### src/hdl/rrts_pkg.sv
// ----------------------------------------------------------------------------
// rrts_pkg
// Types and codes shared by the round-robin thread scheduler.
// ----------------------------------------------------------------------------
`default_nettype none

package rrts_pkg;

	localparam logic [2:0] ACT_TICK      = 3'd0;
	localparam logic [2:0] ACT_SPAWN     = 3'd1;
	localparam logic [2:0] ACT_TERMINATE = 3'd2;
	localparam logic [2:0] ACT_BLOCK     = 3'd3;
	localparam logic [2:0] ACT_RESUME    = 3'd4;
	localparam logic [2:0] ACT_SLEEP     = 3'd5;

	localparam logic [2:0] ST_OK        = 3'd0;
	localparam logic [2:0] ST_NO_FREE   = 3'd1;
	localparam logic [2:0] ST_NO_THREAD = 3'd2;
	localparam logic [2:0] ST_REFUSED   = 3'd3;
	localparam logic [2:0] ST_MAIN_TERM = 3'd4;

	localparam logic [1:0] MODE_READY   = 2'd0;
	localparam logic [1:0] MODE_RUNNING = 2'd1;
	localparam logic [1:0] MODE_BLOCKED = 2'd2;

	localparam logic [31:0] QUANTA_MAX = 32'hFFFF_FFFF;

	typedef struct packed {
		logic [2:0]  action;
		logic [3:0]  thread_index;
		logic [15:0] sleep_quantums;
	} req_t;

	typedef struct packed {
		logic [2:0]  status;
		logic [3:0]  spawned_id;
		logic [3:0]  running_now;
		logic [31:0] total_quanta;
		logic [31:0] target_quanta;
	} res_t;

	typedef struct packed {
		logic push;
		logic remove;
	} q_op_t;

endpackage

`default_nettype wire

### src/hdl/round_robin_thread_scheduler.sv
// ----------------------------------------------------------------------------
// round_robin_thread_scheduler
// Round-robin scheduler over MAX_THREADS slots with a FIFO ready queue.
// ----------------------------------------------------------------------------
// Usage:
//   A request (req) is taken on a clock edge with start high and busy low.
//   busy stays high while a small sequencer works it; one result appears on
//   result with done high for exactly one cycle, and busy drops in that same
//   cycle. The receiver cannot stall; a new request may start in the done
//   cycle. quantum_length is written with quantum_length_we; the user must
//   write it only while idle, as the block itself does not enforce this.
// Work per request:
//   spawn: free-slot search, one slot a cycle
//   tick with expiry: sleep counter walk, requeue, dispatch
//   block/terminate of a queued thread: queue search, one entry a cycle
//   block/terminate/sleep of the running thread: dispatch
// Reset: slot 0 runs with one quantum counted, queue empty, quantum 100.
// ----------------------------------------------------------------------------
`default_nettype none

module round_robin_thread_scheduler #(
	parameter int MAX_THREADS = 16
) (
	input  wire                  clk,
	input  wire                  arst_n,
	input  wire                  start,
	input  wire  rrts_pkg::req_t req,
	output logic                 busy,
	output logic                 done,
	output rrts_pkg::res_t       result,
	input  wire                  quantum_length_we,
	input  wire  [15:0]          quantum_length
);

	localparam int IDW = $clog2(MAX_THREADS);
	localparam int CW  = $clog2(MAX_THREADS + 1);

	typedef enum logic [7:0] {
		S_IDLE     = 8'b0000_0001,
		S_WAKE     = 8'b0000_0010,
		S_PUSHCUR  = 8'b0000_0100,
		S_DISPATCH = 8'b0000_1000,
		S_FIND     = 8'b0001_0000,
		S_SPAWN    = 8'b0010_0000,
		S_FREE     = 8'b0100_0000,
		S_DONE     = 8'b1000_0000
	} state_t;

	state_t          state_q;
	logic [IDW-1:0]  i_q;
	logic [3:0]      tid_q;
	logic [2:0]      status_q;
	logic [IDW-1:0]  spawned_q;
	logic            free_q;
	logic [15:0]     tick_q;
	logic [15:0]     ql_q;
	logic [IDW-1:0]  cur_q;
	logic [31:0]     total_q;
	logic            used_q   [MAX_THREADS];
	logic [1:0]      mode_q   [MAX_THREADS];
	logic [15:0]     sleep_q  [MAX_THREADS];
	logic [31:0]     quanta_q [MAX_THREADS];
	logic            done_q;
	rrts_pkg::res_t  res_q;

	rrts_pkg::q_op_t q_op;
	logic [IDW-1:0]  q_push_id;
	logic [IDW-1:0]  q_rm_pos;
	logic [IDW-1:0]  q_rd_id;
	logic [IDW-1:0]  q_front;
	logic [CW-1:0]   q_count;

	logic            accept;
	logic [IDW-1:0]  in_tix;
	logic            in_valid;
	logic [IDW-1:0]  tix_q;
	logic            tid_valid_q;
	logic            find_hit;
	logic            find_last;
	logic            wake_hit;
	logic            i_last;
	logic [IDW-1:0]  nxt;

	assign accept    = start && (state_q == S_IDLE);
	assign busy      = (state_q != S_IDLE);
	assign in_tix    = IDW'(req.thread_index);
	assign in_valid  = 32'(req.thread_index) < 32'(MAX_THREADS);
	assign tix_q     = IDW'(tid_q);
	assign tid_valid_q = 32'(tid_q) < 32'(MAX_THREADS);
	assign i_last    = (i_q == IDW'(MAX_THREADS - 1));
	assign find_hit  = (CW'(i_q) < q_count) && (q_rd_id == tix_q);
	assign find_last = (CW'(i_q) + CW'(1) >= q_count);
	assign wake_hit  = used_q[i_q] && (sleep_q[i_q] == 16'd1);
	assign nxt       = q_front;

	rrts_queue #(
		.MAX_THREADS(MAX_THREADS)
	) u_queue (
		.op       (q_op),
		.clk      (clk),
		.arst_n   (arst_n),
		.push_id  (q_push_id),
		.rm_pos   (q_rm_pos),
		.rd_pos   (i_q),
		.rd_id    (q_rd_id),
		.front_id (q_front),
		.count    (q_count)
	);

	always_comb begin
		q_op      = '0;
		q_push_id = i_q;
		q_rm_pos  = '0;
		unique case (state_q)
			S_IDLE: begin
				if (accept && req.action == rrts_pkg::ACT_RESUME && in_valid &&
					used_q[in_tix] && mode_q[in_tix] == rrts_pkg::MODE_BLOCKED &&
					sleep_q[in_tix] == 16'd0) begin
					q_op.push = 1'b1;
					q_push_id = in_tix;
				end
			end
			S_WAKE:     q_op.push = wake_hit;
			S_PUSHCUR: begin
				q_op.push = 1'b1;
				q_push_id = cur_q;
			end
			S_DISPATCH: q_op.remove = (q_count != '0);
			S_FIND: begin
				q_op.remove = find_hit;
				q_rm_pos    = i_q;
			end
			S_SPAWN:    q_op.push = !used_q[i_q];
			default: begin
			end
		endcase
	end

	always_ff @(posedge clk or negedge arst_n) begin
		if (!arst_n) begin
			state_q   <= S_IDLE;
			i_q       <= '0;
			tid_q     <= '0;
			status_q  <= rrts_pkg::ST_OK;
			spawned_q <= '0;
			free_q    <= 1'b0;
			tick_q    <= '0;
			ql_q      <= 16'd100;
			cur_q     <= '0;
			total_q   <= 32'd1;
			done_q    <= 1'b0;
			for (int k = 0; k < MAX_THREADS; k++) begin
				used_q[k]   <= (k == 0);
				mode_q[k]   <= (k == 0) ? rrts_pkg::MODE_RUNNING : rrts_pkg::MODE_READY;
				sleep_q[k]  <= '0;
				quanta_q[k] <= (k == 0) ? 32'd1 : 32'd0;
			end
		end else begin
			done_q <= (state_q == S_DONE);
			if (quantum_length_we) begin
				ql_q <= quantum_length;
			end
			unique case (state_q)
				S_IDLE: begin
					if (accept) begin
						tid_q     <= req.thread_index;
						spawned_q <= '0;
						free_q    <= (req.action == rrts_pkg::ACT_TERMINATE);
						i_q       <= (req.action == rrts_pkg::ACT_SPAWN) ? IDW'(1) : '0;
						unique case (req.action) inside
							rrts_pkg::ACT_TICK: begin
								status_q <= rrts_pkg::ST_OK;
								if (17'(tick_q) + 17'd1 >= 17'(ql_q)) begin
									tick_q  <= '0;
									state_q <= S_WAKE;
								end else begin
									tick_q  <= tick_q + 16'd1;
									state_q <= S_DONE;
								end
							end
							rrts_pkg::ACT_SPAWN: begin
								status_q <= rrts_pkg::ST_NO_FREE;
								state_q  <= S_SPAWN;
							end
							rrts_pkg::ACT_TERMINATE, rrts_pkg::ACT_BLOCK: begin
								if (in_valid && in_tix == '0) begin
									status_q <= (req.action == rrts_pkg::ACT_TERMINATE) ?
										rrts_pkg::ST_MAIN_TERM : rrts_pkg::ST_REFUSED;
									state_q  <= S_DONE;
								end else if (!in_valid || !used_q[in_tix]) begin
									status_q <= rrts_pkg::ST_NO_THREAD;
									state_q  <= S_DONE;
								end else if (in_tix == cur_q) begin
									status_q <= rrts_pkg::ST_OK;
									tick_q   <= '0;
									state_q  <= S_DISPATCH;
									if (req.action == rrts_pkg::ACT_BLOCK) begin
										mode_q[in_tix] <= rrts_pkg::MODE_BLOCKED;
									end
								end else if (req.action == rrts_pkg::ACT_TERMINATE ||
									mode_q[in_tix] == rrts_pkg::MODE_READY) begin
									status_q <= rrts_pkg::ST_OK;
									state_q  <= S_FIND;
								end else begin
									status_q <= rrts_pkg::ST_OK;
									state_q  <= S_DONE;
								end
							end
							rrts_pkg::ACT_RESUME: begin
								state_q <= S_DONE;
								if (!in_valid || !used_q[in_tix]) begin
									status_q <= rrts_pkg::ST_NO_THREAD;
								end else begin
									status_q <= rrts_pkg::ST_OK;
									if (mode_q[in_tix] == rrts_pkg::MODE_BLOCKED &&
										sleep_q[in_tix] == 16'd0) begin
										mode_q[in_tix] <= rrts_pkg::MODE_READY;
									end
								end
							end
							rrts_pkg::ACT_SLEEP: begin
								if (cur_q == '0) begin
									status_q <= rrts_pkg::ST_REFUSED;
									state_q  <= S_DONE;
								end else begin
									status_q       <= rrts_pkg::ST_OK;
									sleep_q[cur_q] <= req.sleep_quantums;
									mode_q[cur_q]  <= rrts_pkg::MODE_BLOCKED;
									tick_q         <= '0;
									state_q        <= S_DISPATCH;
								end
							end
							default: begin
								status_q <= rrts_pkg::ST_OK;
								state_q  <= S_DONE;
							end
						endcase
					end
				end
				S_WAKE: begin
					if (used_q[i_q] && sleep_q[i_q] != 16'd0) begin
						sleep_q[i_q] <= sleep_q[i_q] - 16'd1;
						if (wake_hit) begin
							mode_q[i_q] <= rrts_pkg::MODE_READY;
						end
					end
					i_q <= i_q + IDW'(1);
					if (i_last) begin
						state_q <= S_PUSHCUR;
					end
				end
				S_PUSHCUR: begin
					mode_q[cur_q] <= rrts_pkg::MODE_READY;
					state_q       <= S_DISPATCH;
				end
				S_DISPATCH: begin
					if (q_count != '0) begin
						cur_q        <= nxt;
						mode_q[nxt]  <= rrts_pkg::MODE_RUNNING;
						if (total_q != rrts_pkg::QUANTA_MAX) begin
							total_q <= total_q + 32'd1;
						end
						if (quanta_q[nxt] != rrts_pkg::QUANTA_MAX) begin
							quanta_q[nxt] <= quanta_q[nxt] + 32'd1;
						end
					end
					state_q <= free_q ? S_FREE : S_DONE;
				end
				S_FIND: begin
					i_q <= i_q + IDW'(1);
					if (find_hit || find_last) begin
						if (!free_q) begin
							mode_q[tix_q] <= rrts_pkg::MODE_BLOCKED;
						end
						state_q <= free_q ? S_FREE : S_DONE;
					end
				end
				S_SPAWN: begin
					i_q <= i_q + IDW'(1);
					if (!used_q[i_q]) begin
						used_q[i_q]   <= 1'b1;
						mode_q[i_q]   <= rrts_pkg::MODE_READY;
						sleep_q[i_q]  <= '0;
						quanta_q[i_q] <= '0;
						spawned_q     <= i_q;
						status_q      <= rrts_pkg::ST_OK;
						state_q       <= S_DONE;
					end else if (i_last) begin
						state_q <= S_DONE;
					end
				end
				S_FREE: begin
					used_q[tix_q]   <= 1'b0;
					mode_q[tix_q]   <= rrts_pkg::MODE_READY;
					sleep_q[tix_q]  <= '0;
					quanta_q[tix_q] <= '0;
					state_q         <= S_DONE;
				end
				S_DONE: begin
					state_q <= S_IDLE;
				end
				default: state_q <= S_IDLE;
			endcase
		end
	end

	always_ff @(posedge clk) begin
		if (state_q == S_DONE) begin
			res_q.status        <= status_q;
			res_q.spawned_id    <= 4'(spawned_q);
			res_q.running_now   <= 4'(cur_q);
			res_q.total_quanta  <= total_q;
			res_q.target_quanta <= (tid_valid_q && used_q[tix_q]) ? quanta_q[tix_q] : 32'd0;
		end
	end

	assign done   = done_q;
	assign result = res_q;

	a_done_idle: assert property (@(posedge clk) disable iff (!arst_n)
		done |-> !busy) else $error("result strobe while busy");

	a_accept_busy: assert property (@(posedge clk) disable iff (!arst_n)
		(start && !busy) |=> busy) else $error("request accepted but not busy");

	a_cur_used: assert property (@(posedge clk) disable iff (!arst_n)
		!busy |-> used_q[cur_q]) else $error("running thread slot is free");

	a_count_range: assert property (@(posedge clk) disable iff (!arst_n)
		q_count <= CW'(MAX_THREADS)) else $error("ready queue count overflow");

endmodule

`default_nettype wire

### src/hdl/rrts_queue.sv
// ----------------------------------------------------------------------------
// rrts_queue
// Ready queue: append at the tail, remove at any position with compaction.
// ----------------------------------------------------------------------------
`default_nettype none

module rrts_queue #(
	parameter int MAX_THREADS = 16,
	localparam int IDW = $clog2(MAX_THREADS),
	localparam int CW  = $clog2(MAX_THREADS + 1)
) (
	input  wire                rrts_pkg::q_op_t op,
	input  wire                clk,
	input  wire                arst_n,
	input  wire  [IDW-1:0]     push_id,
	input  wire  [IDW-1:0]     rm_pos,
	input  wire  [IDW-1:0]     rd_pos,
	output logic [IDW-1:0]     rd_id,
	output logic [IDW-1:0]     front_id,
	output logic [CW-1:0]      count
);

	logic [IDW-1:0] fifo_q [MAX_THREADS];
	logic [CW-1:0]  count_q;

	assign count    = count_q;
	assign rd_id    = fifo_q[rd_pos];
	assign front_id = fifo_q[0];

	always_ff @(posedge clk) begin
		if (op.push && count_q < CW'(MAX_THREADS)) begin
			fifo_q[count_q[IDW-1:0]] <= push_id;
		end else if (op.remove) begin
			for (int j = 0; j < MAX_THREADS - 1; j++) begin
				if (IDW'(j) >= rm_pos) begin
					fifo_q[j] <= fifo_q[j + 1];
				end
			end
		end
	end

	always_ff @(posedge clk or negedge arst_n) begin
		if (!arst_n) begin
			count_q <= '0;
		end else if (op.push) begin
			if (count_q < CW'(MAX_THREADS)) begin
				count_q <= count_q + CW'(1);
			end
		end else if (op.remove && count_q != '0) begin
			count_q <= count_q - CW'(1);
		end
	end

endmodule

`default_nettype wire
### config.mk
export PLATFORM = sky130hd
export DESIGN_NAME = round_robin_thread_scheduler
export DESIGN_NICKNAME = d
export VERILOG_FILES = /design/src/hdl/rrts_pkg.sv /design/src/hdl/round_robin_thread_scheduler.sv /design/src/hdl/rrts_queue.sv
export SDC_FILE = /design/constraint.sdc
export NUM_CORES = 2
export LEC_CHECK = 0
export BUFFER_PORTS_ARGS = -buffer_cell sky130_fd_sc_hd__buf_4
export CAP_MARGIN = 20
export CORE_UTILIZATION = 45
export CTS_CLUSTER_DIAMETER = 200
export DETAILED_ROUTE_END_ITERATION = 10
export SLEW_MARGIN = 25
export SYNTH_ARGS = -nofsm -noshare
export SYNTH_HDL_FRONTEND = slang
export SYNTH_SLANG_ARGS = --single-unit
### constraint.sdc
create_clock -name clk -period 16.35 [get_ports clk]
set_input_delay 3.27 -clock clk [delete_from_list [all_inputs] [get_ports clk]]
set_output_delay 3.27 -clock clk [all_outputs]
set_load 0.1 [all_outputs]
Word level (Yosys, flattened, before mapping)
Memories as Yosys holds them, arrays and structs flattened.
Cells that the tools add are included.
Widths: inputs -> output; s select.

word-level totals
  output and inout bits = 77
  bits in registers = 989
  bits in writable memories = 64
  memories kept = 1

memory list
  memory          words  bits a word  read ports  clocked after Yosys merged registers in  wr ports  line              text
  u_queue.fifo_q  16     4            17          0                                        15        rrts_queue.sv:23  logic [IDW-1:0] fifo_q [MAX_THREADS];

cells by class
  add/subtract/negate cells = 9
  bitwise gates (word level) = 36
  equality and inequality tests = 46
  magnitude comparators = 29
  multiplexer cells = 189
  reduce and logical (&&, ||, !) cells = 49

operators by type and width
  cell               count
  $mux 512           3
  $pmux 512 s3       1
  $mux 256           5
  $and 512x512->512  2
  $not 512->512      2
  $pmux 256 s4       1
  $mux 32            21
  $and 256x256->256  2
  $bwmux 256         2
  $bwmux 512         1
  $not 256->256      2
  $demux 32 s4       3
  $bmux 32 s4        2
  $pmux 32 s7        1
  $mux 16            13
  $demux 16 s4       3
  $and 32x32->32     4
  $bmux 16 s4        2
  $not 32->32        4
  $mux 8             12
  $pmux 32 s3        1
  $and 16x16->16     5
  $not 16->16        5
  $or 16x16->16      5
  81 further kinds   256

Longest topological paths before layout
  depth in word-level cells = 14
  depth in mapped cells = 21
  depth with buffers taken out = 15

Modules after synthesis
Synthesis repeated with hierarchy kept, for this count alone.

unflattened totals
  cell total of the unflattened synthesis = 4,978
  area total of the unflattened synthesis = 58,237.1 µm²

modules (own cells, without submodules)
  module                        instances  cells each  sequential area each (µm²)  area each (µm²)
  round_robin_thread_scheduler  1          4,720       25,009.0                    54,504.8
  rrts_queue                    1          258         2,047.0                     3,732.3

Worst setup path before layout
Ideal clock, no wire load.

  kind = input -> register
  start = input req[16] in the netlist's numbering
  end = memory u_queue.fifo_q[12][0] in the netlist's numbering, enable pin
  path slack = 9.323 ns
  data arrival time = 6.726 ns
  setup time = 0.301 ns
  cell stages on the path = 14
  required time = 16.049 ns
  path through = buf_2 > mux4_2 > mux4_2 > o21bai_1 > nor4b_2 > nor3_1 > and2_1 > inv_1 > ha_1 > o21ba_2 > clkbuf_1 > clkbuf_1 > o21ai_0 > o21ai_0

RTL lines
  element      line                                text
  from (decl)  round_robin_thread_scheduler.sv:27  input wire rrts_pkg::req_t req,
  to (decl)    rrts_queue.sv:23

==> summary.md <==
| Metric | Value |
|---|---|
| Outcome | complete, no violations |
| Vias post-DR | 50900 |
| Critical path data required time | 16.82 ns |
| Synth Instances | 5309 |
| Pleak | 26.9 nW |
| Antenna violations before repair | 7 |
| Power density over the cells | 113 nW/um^2 |
| Fraction of registers with async set/reset | 86.8% |
| Critical hold path startpoint | spawned_q[2]$_DFFE_PN0P_ |
| Post-synth cell types | 93 |
| Synth Register Bits | 1053 |
| Mapped Avg Cell Area | 11.3 um^2 |
| Sw Pwr | 0.00259 W |
| WP buf/inv | 2 |
| Finish-stage setup viols | 0 |
| Final number of hold-violating endpoints | 0 |
| Vias in the first global route | 48900 |
| Post_cts resized | 0 |
| H-tree depth | 3 |
| Tmin final | 7.95 ns |
| Skew-Pair Late Insertion Delay | 0.80 ns |
| Multiplexer share of the synthesized area | 15.6% |
| Hold buffers post-CTS | 0 |
| Die width | 367 um |
| DRC Markers | 0 |
| Worst R2R Start | u_queue.fifo_q[0][0]$_DFFE_PP_ |
| Crit path kind | in -> reg |
| Synth Area in Adders | 0.827% |
| RSZ-0062 raised after global routing | false |
| Slowest cell delay on critical path | 1.09 ns |
| Top cells by count, synth | dfrtp_1, nand2_1, o21ai_0, mux4_2, clkbuf_1 |
| CP arrival | 8.42 ns |
| Longest Clk Path Bufs | 3 |
| Slew Limit Fails | 0 |
| Router iterations before antenna repair | 10 |
| Main synth FF type | dfrtp_1 |
| Congestion Overflow GR | 0 |
| Pint | 0.00487 W |
| EDFF count, synth | 139 |
| Core Footprint | 132000 um^2 |
| Startpoint Class | input port |
| Clock buffer count from CTS | 119 |
| I/O pin cnt | 120 |
| Synth Area in Simple Gates | 11.2% |
| Placed Area | 62100 um^2 |
| Area Growth Syn to Fin | 10.5% |
| Hold Path Stages | 0 |
| Sequential share of the synthesized area | 45.2% |
| Chip Height | 367 um |
| Fillers | 11800 |
| CP max stage cell | nor4_1 |
| Combinational share of power | 23.4% |
| Post-DR vias/cell | 7.22 |
| First-pass GRT wire length | 342000 um |
| # nets final | 5273 |
| Top-count cell post-synth | dfrtp_1 |
| Measured slew at the worst slew-check pin | 1.28 ns |
| Slew margin rel. | 13.8% |
| Synth area leader | dfrtp_1 |
| Synthesized Nets | 5391 |
| Seq pwr share | 39.2% |
| Drt initial violations | 7764 |
| XOR/XNOR Fraction of Synth Area | 1.50% |
| Largest net degree at the start of global routing | 182 |
| Area contributors post-synth | dfrtp_1, mux4_2, edfxtp_1 |
| Post CTS Setup Buffer Count | 0 |
| Cell area after synthesis | 59900 um^2 |
| Largest family of logic cells by synthesized area | compound AO/OA/AOI/OAI gates |
| Die footprint | 135000 um^2 |
| GP Congestion | 1.02 |
| Ordered cell list for the critical path | buf_4 > nand2b_1 > a41oi_1 > nor4_1 > o21bai_1 > nor4b_2 > nor3_1 > and2_1 > inv_1 > ha_1 > o21ba_2 > o21ai_1 > o21ai_0 |
| Hold Crit Class | reg -> reg |
| Max-cap violations | 0 |
| Clock sinks | 1053 |
| TritonCTS clock tree | built |
| Maximum fanout along the worst path | 22 |
| Reg2Reg Depth | 14 |
| Delay-heaviest family, CP | simple AND/OR/NAND/NOR gates |
| Root Buffer | clkbuf_16 |
| Compound-Gate Fraction of Synth Area | 21.7% |
| FMAX | 126 MHz |
| Share of the synthesized area in the top cell type | 37.9% |
| Clock share of power | 37.4% |
| Detail Placement HPWL | 151000 um |
| Post-route ant nets | 0 |
| Initial Utilization | 45.4% |
| GRT Overall Usage | 34.2% |
| WL final | 233000 um |
| Rows | 133 |
| Setup TNS Final | 0 ns |
| Sw Ratio | 34.7% |
| Final Skew | 0.0601 ns |
| Number of buffers inserted by port buffering | 119 |
| Critical path launch point | req[16] |
| Layout cell share with drive strength beyond 1 | 17.7% |
| Final period util | 48.6% |
| Post-route cell area | 66200 um^2 |
| Routed length per instance | 33.1 um |
| Worst path depth | 13 |
| Clk pin slew, worst setup/hold paths | 0.07 ns |
| CP Capture Type | flop |
| Synthesis Warnings | 0 |
| Worst vdd ir | 0.0993 mV |
==> cells in the final DEF (no fill, tap or decap), drive strengths merged, types with 28 or more instances in the layout <==
| cell | netlist | final |
|---|---|---|
| a22oi | 163 | 163 |
| nand4 | 37 | 37 |
| o22ai | 28 | 28 |
| mux2i | 36 | 36 |
| nor3 | 74 | 74 |
| inv | 50 | 51 |
| nand2b | 35 | 35 |
| a211oi | 48 | 48 |
| o2bb2ai | 245 | 245 |
| or2 | 32 | 32 |
| a221o | 134 | 134 |
| xnor2 | 62 | 62 |
| nor4 | 77 | 77 |
| ha | 38 | 38 |
| o21ai | 424 | 424 |
| edfxtp | 139 | 139 |
| dfrtp | 906 | 906 |
| nor2 | 311 | 311 |
| buf | 165 | 254 |
| nand2 | 436 | 436 |
| mux4 | 384 | 384 |
| and2 | 35 | 35 |
| xor2 | 36 | 36 |
| and3 | 155 | 155 |
| nor2b | 72 | 72 |
| nand3 | 81 | 81 |
| a222oi | 88 | 88 |
| a22o | 239 | 239 |
| a21oi | 154 | 154 |
| clkbuf | 328 | 163 |
| a21o | 55 | 55 |
| clkinv | 1 | 41 |
==> metrics by stage <==
stage	hold WS, ns	cells	power (W)	utilization (%)	setup slack, ns
after floorplan	0.425	5309	0.00401	-	9.32
after global placement	0.434	6822	0.00465	47.1	8.27
after detailed placement	0.435	6824	0.00466	47.1	8.04
after CTS	0.448	7047	0.00744	50.2	8.82
after global routing	0.453	7048	0.00767	50.2	8.26
final	0.442	7050	0.00746	50.2	8.40
==> final timing paths <==
path | end | slack (ns)
max | u_queue.fifo_q[3][3]$_DFFE_PP_ | 8.40
min | result[70]$_DFFE_PP_ | 0.44
max in group asynchronous | quanta_q[479]$_DFFE_PN0P_ | 10.75
max reg2reg | quanta_q[435]$_DFFE_PN0P_ | 9.61
min in group asynchronous | total_q[27]$_DFFE_PN0P_ | 2.51
min reg2reg | result[70]$_DFFE_PP_ | 0.44
==> cell type report <==
type / instances / area (um^2) / share of cell area, %
multi-input cells: 3712 / 30700 / 46.4
flip-flops and latches: 1053 / 27100 / 40.9
clock buffers: 163 / 3270 / 4.95
well taps: 1755 / 2200 / 3.32
repair buffers: 254 / 2000 / 3.02
clock inverters: 60 / 748 / 1.13
inverters: 51 / 191 / 0.289
diodes: 2 / 5.00 / 0.00756
==> state kept, by name, indices dropped and copies added, names as in the netlist <==
| register | count |
|---|---|
| total_q | 32 |
| done | 1 |
| tick_q | 16 |
| spawned_q | 4 |
| status_q | 3 |
| result | 75 |
| cur_q | 4 |
| ql_q | 16 |
| i_q | 4 |
| quanta_q | 512 |
| tid_q | 4 |
| free_q | 1 |
| u_queue.fifo_q | 64 |
| u_queue.count | 5 |
| sleep_q | 256 |
| state_q | 8 |
| used_q | 16 |
| mode_q | 32 |
==> layer usage <==
metal / global-route usage [%] / vias to the layer above / share of wire [%]
met5: 0 / - / 0.018
met4: 16.8 / 6 / 5.4
met3: 9.19 / 685 / 12
met2: 49.3 / 3593 / 43
met1: 47.5 / 25900 / 39
li1: - / 20700 / -
==> power by group through the flow <==
stage | Clock, W | Sequential [W] | Combinational (W)
after global routing | 0.00292 | 0.00293 | 0.00181
after detailed placement | 0 | 0.00296 | 0.00170
after CTS | 0.00283 | 0.00292 | 0.00170
final | 0.00279 | 0.00292 | 0.00174
after floorplan | 0 | 0.00296 | 0.00105
after global placement | 0 | 0.00296 | 0.00169
==> kinds of logic after synthesis <==
group,count (synthesis)
and+or+nand+nor,1382
AOI/OAI and AO/OA,1749
buffers and inverters,544
xor gates and xnor gates,98
muxes,444
adders and majority gates,39
DFF,1053
No activity file was read; power rests on OpenSTA's default activity.
